[src/sv/csq_pkg.sv]
// Shared types and constants for the counting semaphore with FIFO wait queue.
// Used by the controller, the datapath and the top level; no dependencies.
`timescale 1ns / 1ps

package csq_pkg;

	// Width of the signed semaphore count and its saturation limits.
	localparam int unsigned COUNT_W = 9;
	localparam logic signed [COUNT_W-1:0] COUNT_MAX = 9'sd255;
	localparam logic signed [COUNT_W-1:0] COUNT_MIN = 9'sh100;

	// Field widths of one transfer.
	localparam int unsigned TID_W  = 4;
	localparam int unsigned INIT_W = 8;

	// Operation codes.
	localparam logic OP_ACQUIRE = 1'b0;
	localparam logic OP_RELEASE = 1'b1;

	// Controller states.
	typedef enum logic [1:0] {
		ST_IDLE,
		ST_EXEC,
		ST_OUT
	} csq_state_t;

	// Commands from the controller to the datapath.
	typedef struct packed {
		logic capture;
		logic exec;
	} csq_cmd_t;

endpackage

[src/sv/counting_semaphore_wait_queue.sv]
// Counting semaphore with a FIFO wait queue of MAX_WAITERS thread ids.
// Each item is captured from the input transfer, executed with the registered queue
// read, then presented; the controller steps through an idle, an execute and an
// output state on every item and takes no new item until the output transfer
// completes, so an output stall holds the flow.
// Reset: count is 1, the queue is empty; queue memory contents are undefined.
`timescale 1ns / 1ps

module counting_semaphore_wait_queue import csq_pkg::*; #(
	parameter int unsigned MAX_WAITERS = 16
) (
	input  logic                      clk,
	input  logic                      arst_n,
	input  logic                      in_valid,
	output logic                      in_stall,
	input  logic                      opcode,
	input  logic [TID_W-1:0]          thread_id,
	output logic                      out_valid,
	input  logic                      out_stall,
	output logic                      blocked,
	output logic                      woken_valid,
	output logic [TID_W-1:0]          woken_thread,
	output logic signed [COUNT_W-1:0] count_now,
	output logic                      queue_overflow,
	input  logic                      initial_count_we,
	input  logic [INIT_W-1:0]         initial_count
);

	csq_cmd_t cmd;

	// Sequencing of transfers.
	csq_ctrl u_ctrl (
		.clk       (clk),
		.arst_n    (arst_n),
		.in_valid  (in_valid),
		.in_stall  (in_stall),
		.out_valid (out_valid),
		.out_stall (out_stall),
		.cmd       (cmd)
	);

	// Count, queue and result storage.
	csq_dp #(
		.MAX_WAITERS (MAX_WAITERS)
	) u_dp (
		.clk              (clk),
		.arst_n           (arst_n),
		.cmd              (cmd),
		.opcode           (opcode),
		.thread_id        (thread_id),
		.initial_count_we (initial_count_we),
		.initial_count    (initial_count),
		.blocked          (blocked),
		.woken_valid      (woken_valid),
		.woken_thread     (woken_thread),
		.count_now        (count_now),
		.queue_overflow   (queue_overflow)
	);

endmodule

[src/sv/csq_ctrl.sv]
// Controller state machine for the counting semaphore.
// Depends on csq_pkg; drives the datapath through csq_cmd_t commands.
`timescale 1ns / 1ps

module csq_ctrl import csq_pkg::*; (
	input  logic     clk,
	input  logic     arst_n,
	input  logic     in_valid,
	output logic     in_stall,
	output logic     out_valid,
	input  logic     out_stall,
	output csq_cmd_t cmd
);

	csq_state_t state_q;
	csq_state_t state_next;

	// State register.
	always_ff @(posedge clk or negedge arst_n) begin
		if (!arst_n) begin
			state_q <= ST_IDLE;
		end else begin
			state_q <= state_next;
		end
	end

	// Next-state logic.
	always_comb begin
		state_next = state_q;
		unique case (state_q)
			ST_IDLE: begin
				if (in_valid) state_next = ST_EXEC;
			end
			ST_EXEC: begin
				state_next = ST_OUT;
			end
			ST_OUT: begin
				if (!out_stall) state_next = ST_IDLE;
			end
			default: begin
				state_next = ST_IDLE;
			end
		endcase
	end

	// Output and command decode.
	always_comb begin
		in_stall    = 1'b1;
		out_valid   = 1'b0;
		cmd.capture = 1'b0;
		cmd.exec    = 1'b0;
		unique case (state_q)
			ST_IDLE: begin
				in_stall    = 1'b0;
				cmd.capture = in_valid;
			end
			ST_EXEC: begin
				cmd.exec = 1'b1;
			end
			ST_OUT: begin
				out_valid = 1'b1;
			end
			default: begin
				in_stall = 1'b1;
			end
		endcase
	end

endmodule

[src/sv/csq_dp.sv]
// Datapath for the counting semaphore: count register, wait queue memory,
// queue pointers and the result register. Depends on csq_pkg.
`timescale 1ns / 1ps

module csq_dp import csq_pkg::*; #(
	parameter int unsigned MAX_WAITERS = 16
) (
	input  logic                      clk,
	input  logic                      arst_n,
	input  csq_cmd_t                  cmd,
	input  logic                      opcode,
	input  logic [TID_W-1:0]          thread_id,
	input  logic                      initial_count_we,
	input  logic [INIT_W-1:0]         initial_count,
	output logic                      blocked,
	output logic                      woken_valid,
	output logic [TID_W-1:0]          woken_thread,
	output logic signed [COUNT_W-1:0] count_now,
	output logic                      queue_overflow
);

	localparam int unsigned PTR_W = (MAX_WAITERS > 1) ? $clog2(MAX_WAITERS) : 1;
	localparam int unsigned LVL_W = $clog2(MAX_WAITERS + 1);
	localparam logic [PTR_W-1:0] PTR_LAST = PTR_W'(MAX_WAITERS - 1);
	localparam logic [LVL_W-1:0] LVL_FULL = LVL_W'(MAX_WAITERS);

	logic [TID_W-1:0]          wait_mem [MAX_WAITERS];
	logic [TID_W-1:0]          rdata_q;
	logic                      op_q;
	logic [TID_W-1:0]          tid_q;
	logic signed [COUNT_W-1:0] count_q;
	logic [PTR_W-1:0]          head_q;
	logic [PTR_W-1:0]          tail_q;
	logic [LVL_W-1:0]          level_q;

	logic                      take_unit;
	logic                      enqueue;
	logic                      dequeue;
	logic                      overflow;
	logic signed [COUNT_W-1:0] count_next;
	logic [PTR_W-1:0]          head_inc;
	logic [PTR_W-1:0]          tail_inc;

	// Item capture; the head entry is read at the same edge so that the
	// registered read data is ready in the execute cycle.
	always_ff @(posedge clk) begin
		if (cmd.capture) begin
			op_q    <= opcode;
			tid_q   <= thread_id;
			rdata_q <= wait_mem[head_q];
		end
	end

	// Wait queue memory write at the tail.
	always_ff @(posedge clk) begin
		if (enqueue) begin
			wait_mem[tail_q] <= tid_q;
		end
	end

	// Pointer wrap.
	assign head_inc = (head_q == PTR_LAST) ? '0 : head_q + PTR_W'(1);
	assign tail_inc = (tail_q == PTR_LAST) ? '0 : tail_q + PTR_W'(1);

	// Operation decode and count update.
	always_comb begin
		take_unit  = 1'b0;
		enqueue    = 1'b0;
		dequeue    = 1'b0;
		overflow   = 1'b0;
		count_next = count_q;
		if (op_q == OP_ACQUIRE) begin
			if (count_q > 9'sd0) begin
				take_unit  = 1'b1;
				count_next = count_q - 9'sd1;
			end else if (level_q == LVL_FULL) begin
				overflow = 1'b1;
			end else begin
				enqueue = cmd.exec;
				if (count_q != COUNT_MIN) count_next = count_q - 9'sd1;
			end
		end else begin
			if (count_q != COUNT_MAX) count_next = count_q + 9'sd1;
			dequeue = cmd.exec && (level_q != '0);
		end
	end

	// Semaphore count and queue pointers.
	always_ff @(posedge clk or negedge arst_n) begin
		if (!arst_n) begin
			count_q <= 9'sd1;
			head_q  <= '0;
			tail_q  <= '0;
			level_q <= '0;
		end else begin
			if (initial_count_we) begin
				count_q <= signed'({1'b0, initial_count});
			end else if (cmd.exec) begin
				count_q <= count_next;
			end
			if (enqueue) begin
				tail_q  <= tail_inc;
				level_q <= level_q + LVL_W'(1);
			end else if (dequeue) begin
				head_q  <= head_inc;
				level_q <= level_q - LVL_W'(1);
			end
		end
	end

	// Result register.
	always_ff @(posedge clk) begin
		if (cmd.exec) begin
			blocked        <= (op_q == OP_ACQUIRE) && !take_unit && !overflow;
			woken_valid    <= dequeue;
			woken_thread   <= dequeue ? rdata_q : '0;
			count_now      <= count_next;
			queue_overflow <= overflow;
		end
	end

endmodule

[config.mk]
export PLATFORM = sky130hd
export DESIGN_NAME = counting_semaphore_wait_queue
export DESIGN_NICKNAME = d
export VERILOG_FILES = /design/src/sv/csq_pkg.sv /design/src/sv/counting_semaphore_wait_queue.sv /design/src/sv/csq_ctrl.sv /design/src/sv/csq_dp.sv
export SDC_FILE = /design/constraint.sdc
export NUM_CORES = 1
export LEC_CHECK = 0
export BUFFER_PORTS_ARGS = -buffer_cell sky130_fd_sc_hd__buf_2
export CAP_MARGIN = 25
export CORE_UTILIZATION = 41
export CTS_CLUSTER_SIZE = 8
export DETAILED_ROUTE_END_ITERATION = 8
export SYNTH_ARGS = -nofsm -noshare
export SYNTH_HDL_FRONTEND = slang
export SYNTH_SLANG_ARGS = --single-unit
[constraint.sdc]
create_clock -name clk -period 5.7 [get_ports clk]
set_input_delay 1.14 -clock clk [delete_from_list [all_inputs] [get_ports clk]]
set_output_delay 1.14 -clock clk [all_outputs]
set_load 0.03 [all_outputs]
After elaboration in Yosys (flattened, before gate mapping)
Memories as Yosys holds them, arrays and structs flattened. A register that Yosys moved wholly into a read port is not among the register bits.
Cells that the tools add are included.
Word-level totals
  bits in registers: 45
  RAM bits: 64
  bits of input ports: 18
  output and inout port bits: 18
  logic and storage cells: 71
  memories kept: 1
Memories
  u_dp.wait_mem: depth 16, width 4, rd ports 1, clocked after Yosys merged registers in 1, write ports 1, line csq_dp.sv:27  | logic [TID_W-1:0] wait_mem [MAX_WAITERS];
Operators by class
  add/subtract/negate cells: 6
  magnitude comparators: 1
  equality and inequality tests: 9
  muxes and demuxes: 29
  bitwise operators: 2
  reduce and logical (&&, ||, !) cells: 11
Operators by type and width (count)
  9-bit 2-to-1 mux: 7
  9-bit != test (second input constant): 2
  1-bit 2-to-1 mux: 15
  5-bit 2-to-1 mux: 2
  9-bit by 2-bit adder with 9-bit output (second input constant): 1
  9-bit by 1-bit > comparator with 1-bit output (second input constant): 1
  9-bit by 2-bit subtractor with 9-bit output (second input constant): 1
  4-bit by 1-bit adder with 4-bit output (second input constant): 2
  4-bit equality test (second input constant): 2
  4-bit 2-to-1 mux: 2
  2-bit one-hot mux with 3 select lines: 1
  5-bit by 1-bit adder with 5-bit output (second input constant): 1
  5-bit equality test (second input constant): 1
  5-bit nonzero test: 1
  5-bit by 1-bit subtractor with 5-bit output (second input constant): 1
  2-bit 2-to-1 mux: 2
  2-bit != test (second input constant): 2
  2-bit AND reduction: 2
  2-bit nonzero test: 2
  1-bit logical AND: 3
  2-bit by 1-bit equality test with 1-bit output (second input constant): 1
  2-bit equality test (second input constant): 1
  1-bit logical NOT: 2
  2-bit logical NOT: 1
  1-bit NOT: 2

Longest topological paths before layout
  depth in word-level cells: 7
  mapped depth: 11
  gate-level depth less buffers: 11

By module
Synthesis repeated with hierarchy kept, for this count alone.
Second synthesis, totals
  cells, all modules: 406
  area total of the unflattened synthesis: 5405.2 um2
Modules (own cells, without submodules)
  csq_dp: instances 1, cells an instance 396, area an instance 5310.1 um2
  csq_ctrl: instances 1, cells an instance 10, area an instance 95.1 um2

Worst setup path before layout
OpenSTA, ideal clock, no wires.
  path kind: reg2reg
  from: register u_dp.count_q[1]
  to: register u_dp.level_q[4]
  arrival: 2667 ps
  required time: 5567 ps
  setup slack: 2899 ps
  stages on the path, launching flop included: 12
  path buffers: 0
  period minus slack after synthesis: 2801 ps
  cells stage by stage: dfrtp_1 -> inv_1 -> ha_1 -> nor3b_2 -> a21oi_2 -> nor4_4 -> inv_2 -> fa_1 -> a21o_1 -> a21oi_1 -> mux2i_1 -> xnor2_1
Between the ends
  word-level cells in the longest chain between the ends: 4
Ends and longest elaborated chain
  from (decl): line csq_dp.sv:31  | logic signed [COUNT_W-1:0] count_q;
  from (signal assigned): line csq_dp.sv:97  | count_q <= signed'({1'b0, initial_count});
  from (signal assigned): line csq_dp.sv:99  | count_q <= count_next;
  9-bit by 1-bit > comparator with 1-bit output *: line csq_dp.sv:73  | if (count_q > 9'sd0) begin
  1-bit 2-to-1 mux *: line csq_dp.sv:73
  1-bit 2-to-1 mux *: line csq_dp.sv:72  | if (op_q == OP_ACQUIRE) begin
  5-bit 2-to-1 mux / 2-bit nonzero test (equally long branches)
  to (signal assigned): line csq_dp.sv:103  | level_q <= level_q + LVL_W'(1);
  to (signal assigned): line csq_dp.sv:106  | level_q <= level_q - LVL_W'(1);
  to (decl): line csq_dp.sv:34  | logic [LVL_W-1:0] level_q;
Every way passes the cells marked *; elsewhere a longest branch is shown, timed or not.
A chain may end at the register's enable or synchronous reset.

Worst setup path in the final report
Same ends and word-level chain as after synthesis.

==> reports/summary.txt <==
Worst R2R Start: u_dp.count_q[1]
Post-synth top area share: 49.9%
Final setup fails: 0
Critical Path RT: 6.03 ns
Port bufs: 35
Clock Sinks: 113
Hpwl dp: 7370 um
Number of synthesized flops with an enable pin: 89
Total grt overflow: 0
Number of max-cap violations: 0
Synth cell count leaders: edfxtp_1 (89), nand2_1 (28), dfrtp_1 (23)
Synth Register Bits: 113
WHS Endpoint: u_dp.woken_thread[3]
Crit-path max FO: 11
First-pass GRT wire length: 17200 um
Leading area contributor after synthesis: edfxtp_1
Final #Nets: 457
Die area: 0.0135 mm2
Routability congestion estimate: 0.898
Deepest clock path buffer count: 2
GRT Total Usage: 17.4%
Top-count cell post-synth: edfxtp_1
Root Buffer: clkbuf_16
Skew-Pair Late Insertion Delay: 0.41 ns
Synth Instances: 393
Avg Inst Size Synth: 13.6 um2
Row cnt: 41
I/O pins: 36
Num CTS Buffers: 17
Leakage: 2.29 nW
Die Ht: 116 um
Initial antenna violation count: 0
Type of origin of the critical path: flip-flop
Crit share post-route: 63.3%
WP data arrival: 3.94 ns
Hold Violations, Final: 0
HP Class: reg -> reg
Vias: 3320
Setup slack, reg-to-reg: 2.09 ns
Net switching fraction of the power: 31.8%
Critical path type: reg -> reg
Final setup TNS: 0 ns
Sequential fraction of design power: 39.8%
Status: completed
H-tree Lvls: 4
DRT Wirelength: 10900 um
Synth top area cells: edfxtp_1 (50%), dfrtp_1 (11%), mux4_2 (3.4%)
Internal Power: 2.05 mW
Unrepaired setup endpoints after global routing: no
CP max stage delay: 0.61 ns
Fin area: 0.00625 mm2
Max frequency: 277 MHz
Worst Skew: 0.00635 ns
Ratio of cells with drive above 1 in the final layout: 22.7%
Synth warn: 0
Non-Filler Instances: 613
Clock-pin slew on the worst setup and hold paths: 0.05 ns
DRC: 0
DRT iter0 DRCs: 278
PD cells: 481 mW/mm2
Register area: 0.00327 mm2
Die Wd: 116 um
CTS tree: yes
Post-synthesis cell area: 0.00535 mm2
Drt wl/cell: 17.7 um
Hold_sp: u_dp.rdata_q[3]
DP Cell Count: 581
Vias in the first global route: 3172
Setup Buffers After CTS: 0
Initial Util: 42.2%
Slew margin rel.: 30.2%
Final slew viol count: 0
Register area share after synthesis: 61.2%
Worst reg2reg path depth: 11
Floorplan core area: 0.0127 mm2
Tot Pwr: 3.00 mW
Area Growth Syn to Fin: 16.7%
Largest net degree at the start of global routing: 30
WHS Path Cells: 1
Ant. Diodes: 0
Pre-antenna DRT Iters: 4
Async S/R FF share, synth: 21.2%
CP Cell Sequence: inv_1 > ha_1 > nor3b_2 > a21oi_2 > nor4_4 > inv_2 > fa_1 > a21o_1 > a21oi_1 > mux2i_1 > xnor2_1
Period minus WS final: 3.61 ns
Area after DPL: 0.00565 mm2
Cts repair resizes: 0
Crit path capture type: flip-flop
Switching pwr: 0.955 mW
Max rail drop VDD: 0.205 mV
Layout filler cell count: 1112
Vias per cell: 5.42
Multi-input logic area: 0.00193 mm2
Syn Nets: 422
Hold_buf cts: 0
Worst-margin pin slew: 1.04 ns
Clock power frac: 35.1%
R2R Path End: u_dp.level_q[4]
Worst path slowest cell: nor4_4
Cell variety after synth: 64
Antenna Violating Nets Remaining: 0
Comb power frac: 25.1%
Synth Flop Type: edfxtp_1
-- how the worst max path moves through the flow --
stage / start / endpoint / cells after the start
detailed placement: u_dp.count_q[1] / u_dp.level_q[4] / 11
global route: u_dp.count_q[1] / u_dp.level_q[4] / 11
CTS: u_dp.count_q[1] / u_dp.level_q[4] / 11
floorplan: u_dp.count_q[1] / u_dp.level_q[4] / 11
finish: u_dp.count_q[1] / u_dp.level_q[4] / 11
global placement: u_dp.count_q[1] / u_dp.level_q[4] / 11
-- final cells by class --
type                    instances  share of cell area [%]
clock buffers                  19                    6.93
clock inverters                13                    2.60
inverters                      11                   0.661
multi-input cells             248                    30.9
flip-flops and latches        113                    52.4
well taps                     172                    3.44
repair buffers                 37                    3.04
-- metal layers --
| metal | up-vias | global-route usage [%] | share of wire [%] |
|---|---|---|---|
| met4 | 0 | 6.67 | 1.5 |
| met5 | - | 0 | 0 |
| li1 | 1584 | - | - |
| met2 | 118 | 25.0 | 44 |
| met3 | 13 | 4.46 | 4.7 |
| met1 | 1605 | 25.3 | 50 |
-- power by group through the flow --
stage	Clock, mW	Sequential, mW	Combinational, mW
after global routing	1.11	1.22	0.825
final	1.05	1.19	0.755
after floorplan	0	1.18	0.582
after global placement	0	1.20	0.746
after detailed placement	0	1.21	0.755
after CTS	1.07	1.19	0.759
-- cell usage in the layout (no fill, tap or decap), types with 3 or more instances in the layout --
| cell | n |
|---|---|
| and3_1 | 6 |
| xnor2_1 | 10 |
| bufinv_16 | 3 |
| clkbuf_16 | 17 |
| a21oi_1 | 13 |
| clkinv_4 | 4 |
| mux2_4 | 3 |
| a22oi_1 | 5 |
| and2_1 | 19 |
| ha_1 | 10 |
| o21ai_0 | 15 |
| edfxtp_1 | 89 |
| nor2b_1 | 4 |
| nor2_1 | 8 |
| o31ai_1 | 5 |
| buf_2 | 35 |
| nand2b_1 | 3 |
| a221oi_1 | 6 |
| inv_1 | 9 |
| mux2_2 | 7 |
| a21o_1 | 5 |
| a32oi_1 | 3 |
| o21ai_1 | 5 |
| nand2_1 | 28 |
| xor2_1 | 4 |
| dfrtp_1 | 23 |
| o211ai_1 | 4 |
| a31oi_1 | 5 |
| nand3_1 | 9 |
| mux2i_1 | 15 |
| mux4_2 | 8 |
| nor3_1 | 12 |
| nor4_1 | 4 |
-- critical path: cells and delay by family (launching register included) --
kind | cells | cell delay, ns
AOI/OAI and AO/OA | 3 | 0.52
and+or+nand+nor | 2 | 1.04
adders and majority gates | 2 | 0.76
buffers and inverters | 2 | 0.37
DFF | 1 | 0.46
xor gates and xnor gates | 1 | 0.14
muxes | 1 | 0.25
-- metrics by stage --
stage	hold WS (ns)	utilization (%)	setup slack [ns]
5_1_grt	0.537	49.3	1.84
3_5_place_dp	0.506	44.6	2.13
6_report	0.520	49.3	2.09
2_1_floorplan	0.497	-	2.90
4_1_cts	0.524	49.3	2.11
3_3_place_gp	0.503	44.6	2.32
-- flip-flops by register name, indices dropped and copies added (netlist names) --
name / cells
u_dp.count_now: 9
u_dp.tail_q: 4
u_dp.level_q: 5
u_dp.woken_valid: 1
u_dp.count_q: 9
u_dp.tid_q: 4
u_dp.queue_overflow: 1
u_dp.blocked: 1
u_dp.woken_thread: 4
u_dp.head_q: 4
u_ctrl.state_q: 2
u_dp.rdata_q: 4
u_dp.wait_mem: 64
u_dp.op_q: 1
-- logic make-up after synthesis --
logic type	synth area share [%]
adders and majority gates	2.71
DFF	61.2
and+or+nand+nor	12.1
buffers and inverters	2.76
xor gates and xnor gates	2.29
muxes	8.49
AOI/OAI and AO/OA	10.5
(Power assumes the default switching activity.)
